[src/design/csu_pkg.sv]
// Shared types, widths and constants of the cosine similarity unit.
package csu_pkg;

  localparam int unsigned MAX_LENGTH = 4096;

  localparam int unsigned IN_W   = 16;
  localparam int unsigned PRD_W  = 2 * IN_W;
  localparam int unsigned SUM_W  = 48;
  localparam int unsigned CNT_W  = $clog2(MAX_LENGTH + 2);

  localparam int unsigned MUL_PARTS = 2;
  localparam int unsigned HALF_W    = SUM_W / MUL_PARTS;
  localparam int unsigned MUL_STEPS = MUL_PARTS * MUL_PARTS;
  localparam int unsigned MIDX_W    = 2 * $clog2(MUL_PARTS);
  localparam int unsigned PROD_W    = 2 * SUM_W;

  localparam int unsigned FRAC     = 14;
  localparam int unsigned Q_W      = FRAC + 1;
  localparam int unsigned SIM_W    = 16;
  localparam int unsigned T_SHIFT  = 2 * FRAC;
  localparam int unsigned PS_SHIFT = 2 * (Q_W - 1);
  localparam int unsigned SRCH_W   = PROD_W + 2 * Q_W + 1;
  localparam int unsigned SEQ_W    = $clog2(Q_W + 1);

  typedef struct packed {
    logic signed [IN_W-1:0] a_value;
    logic signed [IN_W-1:0] b_value;
    logic                   last;
  } in_item_t;

  typedef struct packed {
    logic signed [SIM_W-1:0] similarity;
    logic                    zero_norm;
    logic                    length_overflow;
  } out_item_t;

  typedef struct packed {
    logic              take;
    logic              acc_clear;
    logic              mul_clear;
    logic              mul_issue;
    logic              mul_add;
    logic              mul_sel_r;
    logic [MIDX_W-1:0] mul_idx;
    logic              p_load;
    logic              srch_init;
    logic              srch_add;
    logic              srch_cmp;
    logic              out_load;
  } cmd_t;

endpackage

[src/design/csu_ctrl.sv]
// Controller state machine of the cosine similarity unit.
module csu_ctrl (
  input  logic                clk_i,
  input  logic                rst_ni,
  input  logic                in_valid_i,
  input  logic                in_last_i,
  output logic                in_ready_o,
  input  logic                out_ready_i,
  output logic                out_valid_o,
  output csu_pkg::cmd_t       cmd_o
);

  typedef enum logic [2:0] {
    S_ACC,
    S_DRAIN,
    S_MUL_P,
    S_MUL_R,
    S_INIT,
    S_ADD,
    S_CMP,
    S_DONE
  } state_e;

  localparam logic [csu_pkg::SEQ_W-1:0] MUL_LAST = csu_pkg::SEQ_W'(csu_pkg::MUL_STEPS);
  localparam logic [csu_pkg::SEQ_W-1:0] BIT_LAST = csu_pkg::SEQ_W'(csu_pkg::Q_W - 1);

  state_e                      state_q, state_d;
  logic [csu_pkg::SEQ_W-1:0]   cnt_q, cnt_d;
  logic                        out_valid_q, out_valid_d;
  logic                        accept;
  logic                        mul_state;

  assign in_ready_o  = (state_q == S_ACC);
  assign out_valid_o = out_valid_q;
  assign accept      = in_valid_i && in_ready_o;
  assign mul_state   = (state_q == S_MUL_P) || (state_q == S_MUL_R);

  always_comb begin
    cmd_o           = '0;
    cmd_o.take      = accept;
    cmd_o.mul_clear = mul_state && (cnt_q == '0);
    cmd_o.mul_issue = mul_state && (cnt_q < MUL_LAST);
    cmd_o.mul_add   = mul_state && (cnt_q != '0);
    cmd_o.mul_sel_r = (state_q == S_MUL_R);
    cmd_o.mul_idx   = cnt_q[csu_pkg::MIDX_W-1:0];
    cmd_o.p_load    = (state_q == S_MUL_R) && (cnt_q == '0);
    cmd_o.srch_init = (state_q == S_INIT);
    cmd_o.acc_clear = (state_q == S_INIT);
    cmd_o.srch_add  = (state_q == S_ADD);
    cmd_o.srch_cmp  = (state_q == S_CMP);
    cmd_o.out_load  = (state_q == S_DONE) && (!out_valid_q || out_ready_i);
  end

  always_comb begin
    state_d     = state_q;
    cnt_d       = cnt_q;
    out_valid_d = out_valid_q;
    if (out_valid_q && out_ready_i) begin
      out_valid_d = 1'b0;
    end
    unique case (state_q)
      S_ACC: begin
        if (accept && in_last_i) begin
          state_d = S_DRAIN;
        end
      end
      S_DRAIN: begin
        cnt_d   = '0;
        state_d = S_MUL_P;
      end
      S_MUL_P: begin
        if (cnt_q == MUL_LAST) begin
          cnt_d   = '0;
          state_d = S_MUL_R;
        end else begin
          cnt_d = cnt_q + 1'b1;
        end
      end
      S_MUL_R: begin
        if (cnt_q == MUL_LAST) begin
          cnt_d   = '0;
          state_d = S_INIT;
        end else begin
          cnt_d = cnt_q + 1'b1;
        end
      end
      S_INIT: begin
        state_d = S_ADD;
      end
      S_ADD: begin
        state_d = S_CMP;
      end
      S_CMP: begin
        if (cnt_q == BIT_LAST) begin
          state_d = S_DONE;
        end else begin
          cnt_d   = cnt_q + 1'b1;
          state_d = S_ADD;
        end
      end
      S_DONE: begin
        if (!out_valid_q || out_ready_i) begin
          out_valid_d = 1'b1;
          state_d     = S_ACC;
        end
      end
      default: begin
        state_d = S_ACC;
      end
    endcase
  end

  always_ff @(posedge clk_i or negedge rst_ni) begin
    if (!rst_ni) begin
      state_q     <= S_ACC;
      cnt_q       <= '0;
      out_valid_q <= 1'b0;
    end else begin
      state_q     <= state_d;
      cnt_q       <= cnt_d;
      out_valid_q <= out_valid_d;
    end
  end

`ifndef SYNTH
  a_no_overwrite: assert property (@(posedge clk_i) disable iff (!rst_ni)
    cmd_o.out_load |-> (!out_valid_q || out_ready_i))
    else $error("pending result overwritten");

  a_drain_after_last: assert property (@(posedge clk_i) disable iff (!rst_ni)
    (in_valid_i && in_ready_o && in_last_i) |=> !in_ready_o)
    else $error("item taken before drain");

  a_init_order: assert property (@(posedge clk_i) disable iff (!rst_ni)
    cmd_o.srch_init |-> $past(state_q == S_MUL_R))
    else $error("search started before products ready");
`endif

endmodule

[config.mk]
export PLATFORM = sky130hd
export DESIGN_NAME = csu_ctrl
export DESIGN_NICKNAME = d
export VERILOG_FILES = /design/src/design/csu_pkg.sv /design/src/design/csu_ctrl.sv
export SDC_FILE = /design/constraint.sdc
export NUM_CORES = 1
export LEC_CHECK = 0
export ABC_AREA = 0
export CAP_MARGIN = 10
export CORE_MARGIN = 2
export CORE_UTILIZATION = 35
export DETAILED_ROUTE_END_ITERATION = 10
export DONT_BUFFER_PORTS = 1
export GPL_TIMING_DRIVEN = 0
export HOLD_SLACK_MARGIN = 0.08
export SYNTH_ARGS = -nofsm -noshare
export SYNTH_HDL_FRONTEND = slang
export SYNTH_SLANG_ARGS = --single-unit
export TNS_END_PERCENT = 100
[constraint.sdc]
create_clock -name clk_i -period 2.89 [get_ports clk_i]
set_clock_uncertainty 0.15 [all_clocks]
set_input_delay 0.1445 -clock clk_i [delete_from_list [all_inputs] [get_ports clk_i]]
set_output_delay 0.1445 -clock clk_i [all_outputs]
set_load 0.1 [all_outputs]
==> flow_results.xml, run 1 <==
<?xml version="1.0" encoding="UTF-8"?>
<metrics>
  <group name="place">
    <metric name="place_area" unit="um^2">713.2</metric>
    <metric name="gp_routability_congestion" unit="">0.7150</metric>
    <metric name="dpl.hpwl" unit="um">965.1</metric>
    <metric name="dp_worst_setup_slack" unit="ps">197.0</metric>
    <metric name="place.port_buffers" unit="">0</metric>
  </group>
  <group name="route">
    <metric name="drt_first_iter_violations" unit="">5</metric>
    <metric name="detailedRoute.firstPassIterationCount" unit="">4</metric>
    <metric name="detail_route.vias_per_cell" unit="">5.108</metric>
    <metric name="route.vias.total" unit="">521</metric>
    <metric name="drtAntennaViolNets" unit="">0</metric>
    <metric name="detail_route.drc_violations" unit="">0</metric>
    <metric name="post_drt_wl_per_cell" unit="um">13.14</metric>
    <metric name="drt_wl_total" unit="um">1340</metric>
  </group>
  <group name="synth">
    <metric name="yosysTopAreaCellShare" unit="">0.3200</metric>
    <metric name="synth-edff-count" unit="">0</metric>
    <metric name="postSynthRegisterBits" unit="">8</metric>
    <metric name="ys_top_cells_by_count" unit="">sky130_fd_sc_hd__dfrtp_1 (8), sky130_fd_sc_hd__and2_1 (5), sky130_fd_sc_hd__nor2_1 (5)</metric>
    <metric name="mappedNetlistNets" unit="">77</metric>
    <metric name="post_synthesis_cell_area" unit="um^2">625.6</metric>
    <metric name="postSynthAreaPerCell" unit="um^2">9.067</metric>
    <metric name="synthMostInstantiatedCell" unit="">sky130_fd_sc_hd__dfrtp_1</metric>
    <metric name="yosysTopAreaCell" unit="">sky130_fd_sc_hd__dfrtp_1</metric>
    <metric name="yosys_warnings" unit="">0</metric>
    <metric name="synth.yosys.seq_area_share" unit="">0.3200</metric>
    <metric name="async_reset_ff_frac" unit="">1.000</metric>
    <metric name="ys_dominant_reg_cell" unit="">sky130_fd_sc_hd__dfrtp_1</metric>
    <metric name="count_of_unique_library_cells_instantiated_by_yosys" unit="">33</metric>
    <metric name="syn-instance-count" unit="">69</metric>
    <metric name="biggest_area_contributors_in_the_synthesized_netlist" unit="">sky130_fd_sc_hd__dfrtp_1 (32%), sky130_fd_sc_hd__ha_1 (6.0%), sky130_fd_sc_hd__and2_1 (5.0%)</metric>
  </group>
  <group name="hold_path">
    <metric name="timing.hold.worst.class" unit="">in2async</metric>
  </group>
  <group name="timing">
    <metric name="max-slew-margin-rel" unit="">0.2148</metric>
    <metric name="maxSlewViolCount" unit="">0</metric>
    <metric name="report.final.hold_viol_count" unit="">0</metric>
    <metric name="max_slew.worst_pin.slew" unit="ps">1178</metric>
    <metric name="timing.final.crit_share" unit="">0.9383</metric>
    <metric name="final.min_clock_period" unit="ps">2712</metric>
    <metric name="setup_viol" unit="">0</metric>
    <metric name="fin_worst_hold_slack" unit="ps">94.23</metric>
    <metric name="unrepaired_setup_endpoints_after_global_routing" unit="">no</metric>
    <metric name="maxClockFrequency" unit="MHz">368.8</metric>
    <metric name="finalSetupTns" unit="ps">0</metric>
    <metric name="final_critical_path_setup_slack" unit="ps">178.4</metric>
  </group>
  <group name="floorplanning">
    <metric name="floorplan.die_area" unit="um^2">2141</metric>
    <metric name="floorplan.die.height" unit="um">46.28</metric>
    <metric name="design.portCount" unit="">20</metric>
    <metric name="core-area" unit="um^2">1708</metric>
    <metric name="die_x" unit="um">46.28</metric>
    <metric name="initial_core_util" unit="">0.3663</metric>
    <metric name="rows" unit="">15</metric>
  </group>
  <group name="cts">
    <metric name="cts.path.max_buffers" unit="">2</metric>
    <metric name="cts.clk_slew.worst_paths" unit="ps">50</metric>
    <metric name="cts_tree" unit="">yes</metric>
    <metric name="clk_root_buffer_cell" unit="">sky130_fd_sc_hd__clkbuf_4</metric>
    <metric name="cts_inserted_buffers" unit="">3</metric>
    <metric name="insertion_delay" unit="ps">260</metric>
    <metric name="ctsHtreeMaxLevel" unit="">1</metric>
    <metric name="clock-sinks" unit="">8</metric>
  </group>
  <group name="critical_path">
    <metric name="critical_path_class" unit="">reg2out</metric>
    <metric name="crit_path_max_fanout" unit="">10</metric>
    <metric name="startpoint_kind_of_the_worst_setup_timing_path" unit="">flip-flop</metric>
    <metric name="cp_data_arrival_time" unit="ps">2420</metric>
    <metric name="cp.required" unit="ps">2600</metric>
    <metric name="critPathCaptureType" unit="">output pin</metric>
  </group>
  <group name="job">
    <metric name="drv.max_cap_violation_count" unit="">0</metric>
  </group>
  <group name="global_routing">
    <metric name="globalRouteTotalUtil" unit="">0.1450</metric>
    <metric name="grt_antenna_before_repair" unit="">0</metric>
    <metric name="grt_overflow" unit="">0</metric>
    <metric name="first_global_vias" unit="">474</metric>
    <metric name="grt_pass1_wl" unit="um">2056</metric>
    <metric name="largest_net_degree_at_the_start_of_global_routing" unit="">11</metric>
  </group>
  <group name="final_layout">
    <metric name="diodes" unit="">0</metric>
    <metric name="fin_nets" unit="">87</metric>
    <metric name="syn2layout_area_growth" unit="%">24.40</metric>
    <metric name="final_layout_size_suffix_gt1_frac" unit="">0.3377</metric>
    <metric name="multi_input_comb_area" unit="um^2">385.4</metric>
    <metric name="area.sequential" unit="um^2">200.2</metric>
    <metric name="design_area" unit="um^2">778.2</metric>
    <metric name="final.fill_count" unit="">163</metric>
  </group>
  <group name="status">
    <metric name="run_status" unit="">completed</metric>
  </group>
</metrics>
state kept, by name, summed over array words and instances, names as in the netlist:
| register | count |
|---|---|
| state_q | 3 |
| out_valid_o | 1 |
| cnt_q | 4 |
through the flow:
| stage | instances | utilization |
|---|---|---|
| after floorplan | 69 | - |
| after global placement | 94 | 0.3912 |
| after detailed placement | 95 | 0.4176 |
| after CTS | 102 | 0.4557 |
| after global routing | 102 | 0.4557 |
| final | 102 | 0.4557 |
final timing paths:
kind	start	slack, ps	end	cells after the start
max in group asynchronous	rst_ni	2220	cnt_q[2]	1
worst min register to register	cnt_q[0]	450	cnt_q[0]	1
min in group clk_i	cnt_q[0]	450	cnt_q[0]	1
worst min-delay path	rst_ni	90	state_q[2]	1
worst max-delay path	state_q[1]	180	cmd_o[4]	4
worst max register to register	out_valid_o	930	state_q[1]	3
cells by family after synthesis:
family	synth area share
buf+inv	0.1140
xor+xnor	0.01400
flops	0.3200
mux	0.01600
compound gates	0.2080
simple gates	0.2680
fa+ha+maj	0.06001
worst max-delay path: stages, from the launching register on:
cell and delay, ps:
sky130_fd_sc_hd__dfrtp_1 310, sky130_fd_sc_hd__buf_2 230, sky130_fd_sc_hd__nand2b_1 150, sky130_fd_sc_hd__nor3_4 800, sky130_fd_sc_hd__and3_2 660
layout by cell type, fill, tap and decap left out, types with 2 or more instances in the layout:
cell,instances
sky130_fd_sc_hd__dfrtp_1,8
sky130_fd_sc_hd__inv_1,4
sky130_fd_sc_hd__and2_1,4
sky130_fd_sc_hd__nand2b_1,4
sky130_fd_sc_hd__buf_4,4
sky130_fd_sc_hd__dlygate4sd3_1,4
sky130_fd_sc_hd__buf_2,3
sky130_fd_sc_hd__nand2_1,3
sky130_fd_sc_hd__nor2_2,3
sky130_fd_sc_hd__ha_1,3
sky130_fd_sc_hd__clkbuf_4,3
sky130_fd_sc_hd__nor2_1,2
sky130_fd_sc_hd__nor2b_1,2
sky130_fd_sc_hd__nor3_4,2
sky130_fd_sc_hd__a21oi_1,2
sky130_fd_sc_hd__o31ai_1,2
sky130_fd_sc_hd__o21ai_0,2
timing repair:
action	4_1_cts	5_1_grt
setup endpoints to repair	2	0
hold buffers	4	0
setup buffers	0	0
gates resized for setup	2	0
hold endpoints to repair	11	0
routing by layer:
metal | share of wire | track usage
met2 | 0.43 | 0.2056
met3 | 0.054 | 0.02745
met5 | 0 | 0
met1 | 0.48 | 0.1875
met4 | 0.034 | 0.1200
cell type report:
| class | instances | area share |
|---|---|---|
| sequential | 8 | 0.2572 |
| buffer | 8 | 0.07235 |
| multi-input combinational | 49 | 0.4952 |
| inverter | 4 | 0.01929 |
| clock buffer | 3 | 0.02894 |
| timing repair buffer | 5 | 0.08682 |
| tap | 25 | 0.04019 |
Power of run 1 is not shown: default switching activity piles up to over one toggle a cycle in this logic, so the estimate is an artifact.
==> inputs of run 2 (changes only) <==
--- a/config.mk
+++ b/config.mk
@@ -5,7 +5,7 @@
 export SDC_FILE = /design/constraint.sdc
 export NUM_CORES = 1
 export LEC_CHECK = 0
-export ABC_AREA = 0
+export ABC_AREA = 1
 export CAP_MARGIN = 10
 export CORE_MARGIN = 2
 export CORE_UTILIZATION = 35
==> flow_results.xml, run 2 <==
<?xml version="1.0" encoding="UTF-8"?>
<metrics>
  <group name="global_routing">
    <metric name="first_global_vias" unit="">615</metric>
    <metric name="largest_net_degree_at_the_start_of_global_routing" unit="">10</metric>
    <metric name="grt_pass1_wl" unit="um">2511</metric>
    <metric name="globalRouteTotalUtil" unit="">0.1657</metric>
    <metric name="grt_antenna_before_repair" unit="">0</metric>
    <metric name="grt_overflow" unit="">0</metric>
  </group>
  <group name="synth">
    <metric name="syn-instance-count" unit="">99</metric>
    <metric name="synthMostInstantiatedCell" unit="">sky130_fd_sc_hd__nand2_1</metric>
    <metric name="ys_dominant_reg_cell" unit="">sky130_fd_sc_hd__dfrtp_1</metric>
    <metric name="count_of_unique_library_cells_instantiated_by_yosys" unit="">19</metric>
    <metric name="postSynthAreaPerCell" unit="um^2">6.509</metric>
    <metric name="ys_top_cells_by_count" unit="">sky130_fd_sc_hd__nand2_1 (26), sky130_fd_sc_hd__nor2_1 (14), sky130_fd_sc_hd__inv_1 (12)</metric>
    <metric name="yosysTopAreaCell" unit="">sky130_fd_sc_hd__dfrtp_1</metric>
    <metric name="async_reset_ff_frac" unit="">1.000</metric>
    <metric name="yosys_warnings" unit="">0</metric>
    <metric name="biggest_area_contributors_in_the_synthesized_netlist" unit="">sky130_fd_sc_hd__dfrtp_1 (31%), sky130_fd_sc_hd__nand2_1 (15%), sky130_fd_sc_hd__nor2_1 (8.2%)</metric>
    <metric name="mappedNetlistNets" unit="">107</metric>
    <metric name="synth-edff-count" unit="">0</metric>
    <metric name="synth.yosys.seq_area_share" unit="">0.3107</metric>
    <metric name="yosysTopAreaCellShare" unit="">0.3107</metric>
    <metric name="post_synthesis_cell_area" unit="um^2">644.4</metric>
    <metric name="postSynthRegisterBits" unit="">8</metric>
  </group>
  <group name="final_layout">
    <metric name="fin_nets" unit="">123</metric>
    <metric name="layout.cells.most_common" unit="">sky130_fd_sc_hd__nand2_1</metric>
    <metric name="max_flop_register" unit="">cnt_q</metric>
    <metric name="mostFrequentLayoutCells" unit="">sky130_fd_sc_hd__nand2_1 (26), sky130_fd_sc_hd__inv_1 (12), sky130_fd_sc_hd__nor2_1 (10)</metric>
    <metric name="diodes" unit="">0</metric>
    <metric name="final.fill_count" unit="">159</metric>
    <metric name="syn2layout_area_growth" unit="%">40.00</metric>
    <metric name="multi_input_comb_area" unit="um^2">400.4</metric>
    <metric name="area.sequential" unit="um^2">200.2</metric>
    <metric name="largest_reg_flops" unit="">4</metric>
    <metric name="final_layout_size_suffix_gt1_frac" unit="">0.2743</metric>
  </group>
  <group name="timing">
    <metric name="fin_worst_hold_slack" unit="ps">90.71</metric>
    <metric name="setup_viol" unit="">0</metric>
    <metric name="max_slew.worst_pin.slew" unit="ps">1266</metric>
    <metric name="max-slew-margin-rel" unit="">0.1533</metric>
    <metric name="unrepaired_setup_endpoints_after_global_routing" unit="">no</metric>
    <metric name="report.final.hold_viol_count" unit="">0</metric>
    <metric name="maxClockFrequency" unit="MHz">420.3</metric>
    <metric name="maxSlewViolCount" unit="">0</metric>
    <metric name="timing.final.crit_share" unit="">0.8232</metric>
    <metric name="final.min_clock_period" unit="ps">2379</metric>
  </group>
  <group name="route">
    <metric name="route.vias.total" unit="">661</metric>
    <metric name="drt_first_iter_violations" unit="">11</metric>
    <metric name="detailedRoute.firstPassIterationCount" unit="">5</metric>
    <metric name="detail_route.vias_per_cell" unit="">4.790</metric>
    <metric name="drtAntennaViolNets" unit="">0</metric>
    <metric name="post_drt_wl_per_cell" unit="um">10.49</metric>
    <metric name="detail_route.drc_violations" unit="">0</metric>
    <metric name="drt_wl_total" unit="um">1448</metric>
  </group>
  <group name="floorplanning">
    <metric name="design.portCount" unit="">20</metric>
    <metric name="floorplan.die.height" unit="um">46.91</metric>
    <metric name="die_x" unit="um">46.91</metric>
    <metric name="rows" unit="">15</metric>
    <metric name="floorplan.die_area" unit="um^2">2200</metric>
    <metric name="initial_core_util" unit="">0.3732</metric>
    <metric name="core-area" unit="um^2">1727</metric>
  </group>
  <group name="cts">
    <metric name="ctsHtreeMaxLevel" unit="">1</metric>
    <metric name="cts_tree" unit="">yes</metric>
    <metric name="cts.repair_timing.setup_buffer_count" unit="">0</metric>
    <metric name="clock-sinks" unit="">8</metric>
    <metric name="cts.clk_slew.worst_paths" unit="ps">50</metric>
    <metric name="insertion_delay" unit="ps">250</metric>
    <metric name="cts_inserted_buffers" unit="">3</metric>
    <metric name="cts.path.max_buffers" unit="">2</metric>
    <metric name="clk_root_buffer_cell" unit="">sky130_fd_sc_hd__clkbuf_4</metric>
  </group>
  <group name="critical_path">
    <metric name="critical_path.slowest_cell" unit="">sky130_fd_sc_hd__nor2_2</metric>
    <metric name="startpoint_kind_of_the_worst_setup_timing_path" unit="">flip-flop</metric>
    <metric name="cp_data_arrival_time" unit="ps">2080</metric>
    <metric name="crit_path_max_fanout" unit="">2</metric>
    <metric name="cp_cell_sequence" unit="">inv_1, nor2_1, nor2_2</metric>
    <metric name="critical_path_class" unit="">reg2out</metric>
    <metric name="r2r_cells" unit="">7</metric>
    <metric name="critPathMaxStageDelay" unit="ps">820</metric>
    <metric name="critPathCaptureType" unit="">output pin</metric>
    <metric name="cp.required" unit="ps">2600</metric>
  </group>
  <group name="place">
    <metric name="gp_routability_congestion" unit="">0.7719</metric>
    <metric name="place.port_buffers" unit="">0</metric>
    <metric name="dpl.hpwl" unit="um">1188</metric>
  </group>
  <group name="job">
    <metric name="drv.max_cap_violation_count" unit="">0</metric>
  </group>
  <group name="hold_path">
    <metric name="timing.hold.worst.class" unit="">in2async</metric>
  </group>
  <group name="status">
    <metric name="run_status" unit="">completed</metric>
  </group>
</metrics>
-- run 2: timing repair --
action | in CTS | in global routing
hold endpoints to repair | 11 | 0
gates resized for setup | 0 | 0
hold buffers | 4 | 0
-- run 2: area by class of cell --
cell class | instances | area share
Timing Repair Buffer | 11 | 0.1650
Multi-Input combinational cell | 70 | 0.4438
Tap cell | 25 | 0.03467
Sequential cell | 8 | 0.2219
Inverter | 15 | 0.06241
Clock buffer | 3 | 0.02497
Buffer | 6 | 0.04716
-- run 2: cell families after synthesis --
| group | count (synthesis) | share of synthesized area |
|---|---|---|
| buf+inv | 21 | 0.1534 |
| fa+ha+maj | 3 | 0.05826 |
| compound gates | 6 | 0.04854 |
| simple gates | 61 | 0.4291 |
| flops | 8 | 0.3107 |
-- run 2: per-layer routing --
layer  GRT usage  wire length (um)  up-vias
met2      0.2658               738       17
li1            -                 -      338
met3     0.03077                55        4
met5           0                 0        -
met4      0.1111                23        0
met1      0.2014               630      302
-- run 2: final timing paths --
| check | startpoint | to | slack (ps) |
|---|---|---|---|
| max reg2reg | out_valid_o | state_q[0] | 1020 |
| min reg2reg | cnt_q[0] | cnt_q[0] | 420 |
| max in group asynchronous | rst_ni | cnt_q[0] | 2230 |
| min | rst_ni | state_q[0] | 90 |
| min in group clk_i | cnt_q[0] | cnt_q[0] | 420 |
| max | out_valid_o | cmd_o[0] | 510 |
-- run 2: stage by stage --
stage,TNS (ps),area (um^2),utilization,setup WS (ps),cells
CTS,0,902.1,0.5225,500.5,138
floorplan,-22.67,659.4,-,-22.67,99
global placement,-118.0,690.7,0.4000,-118.0,124
global route,0,902.1,0.5225,429.9,138
detailed placement,0,839.6,0.4862,777.8,131
finish,0,902.1,0.5225,511.0,138
-- run 2: critical path, delay by kind of cell (launching register included) --
kind          cells  cell delay [ps]
flops             1              730
simple gates      2              900
buf+inv           1              200
Power of run 2 is left out for the same reason.
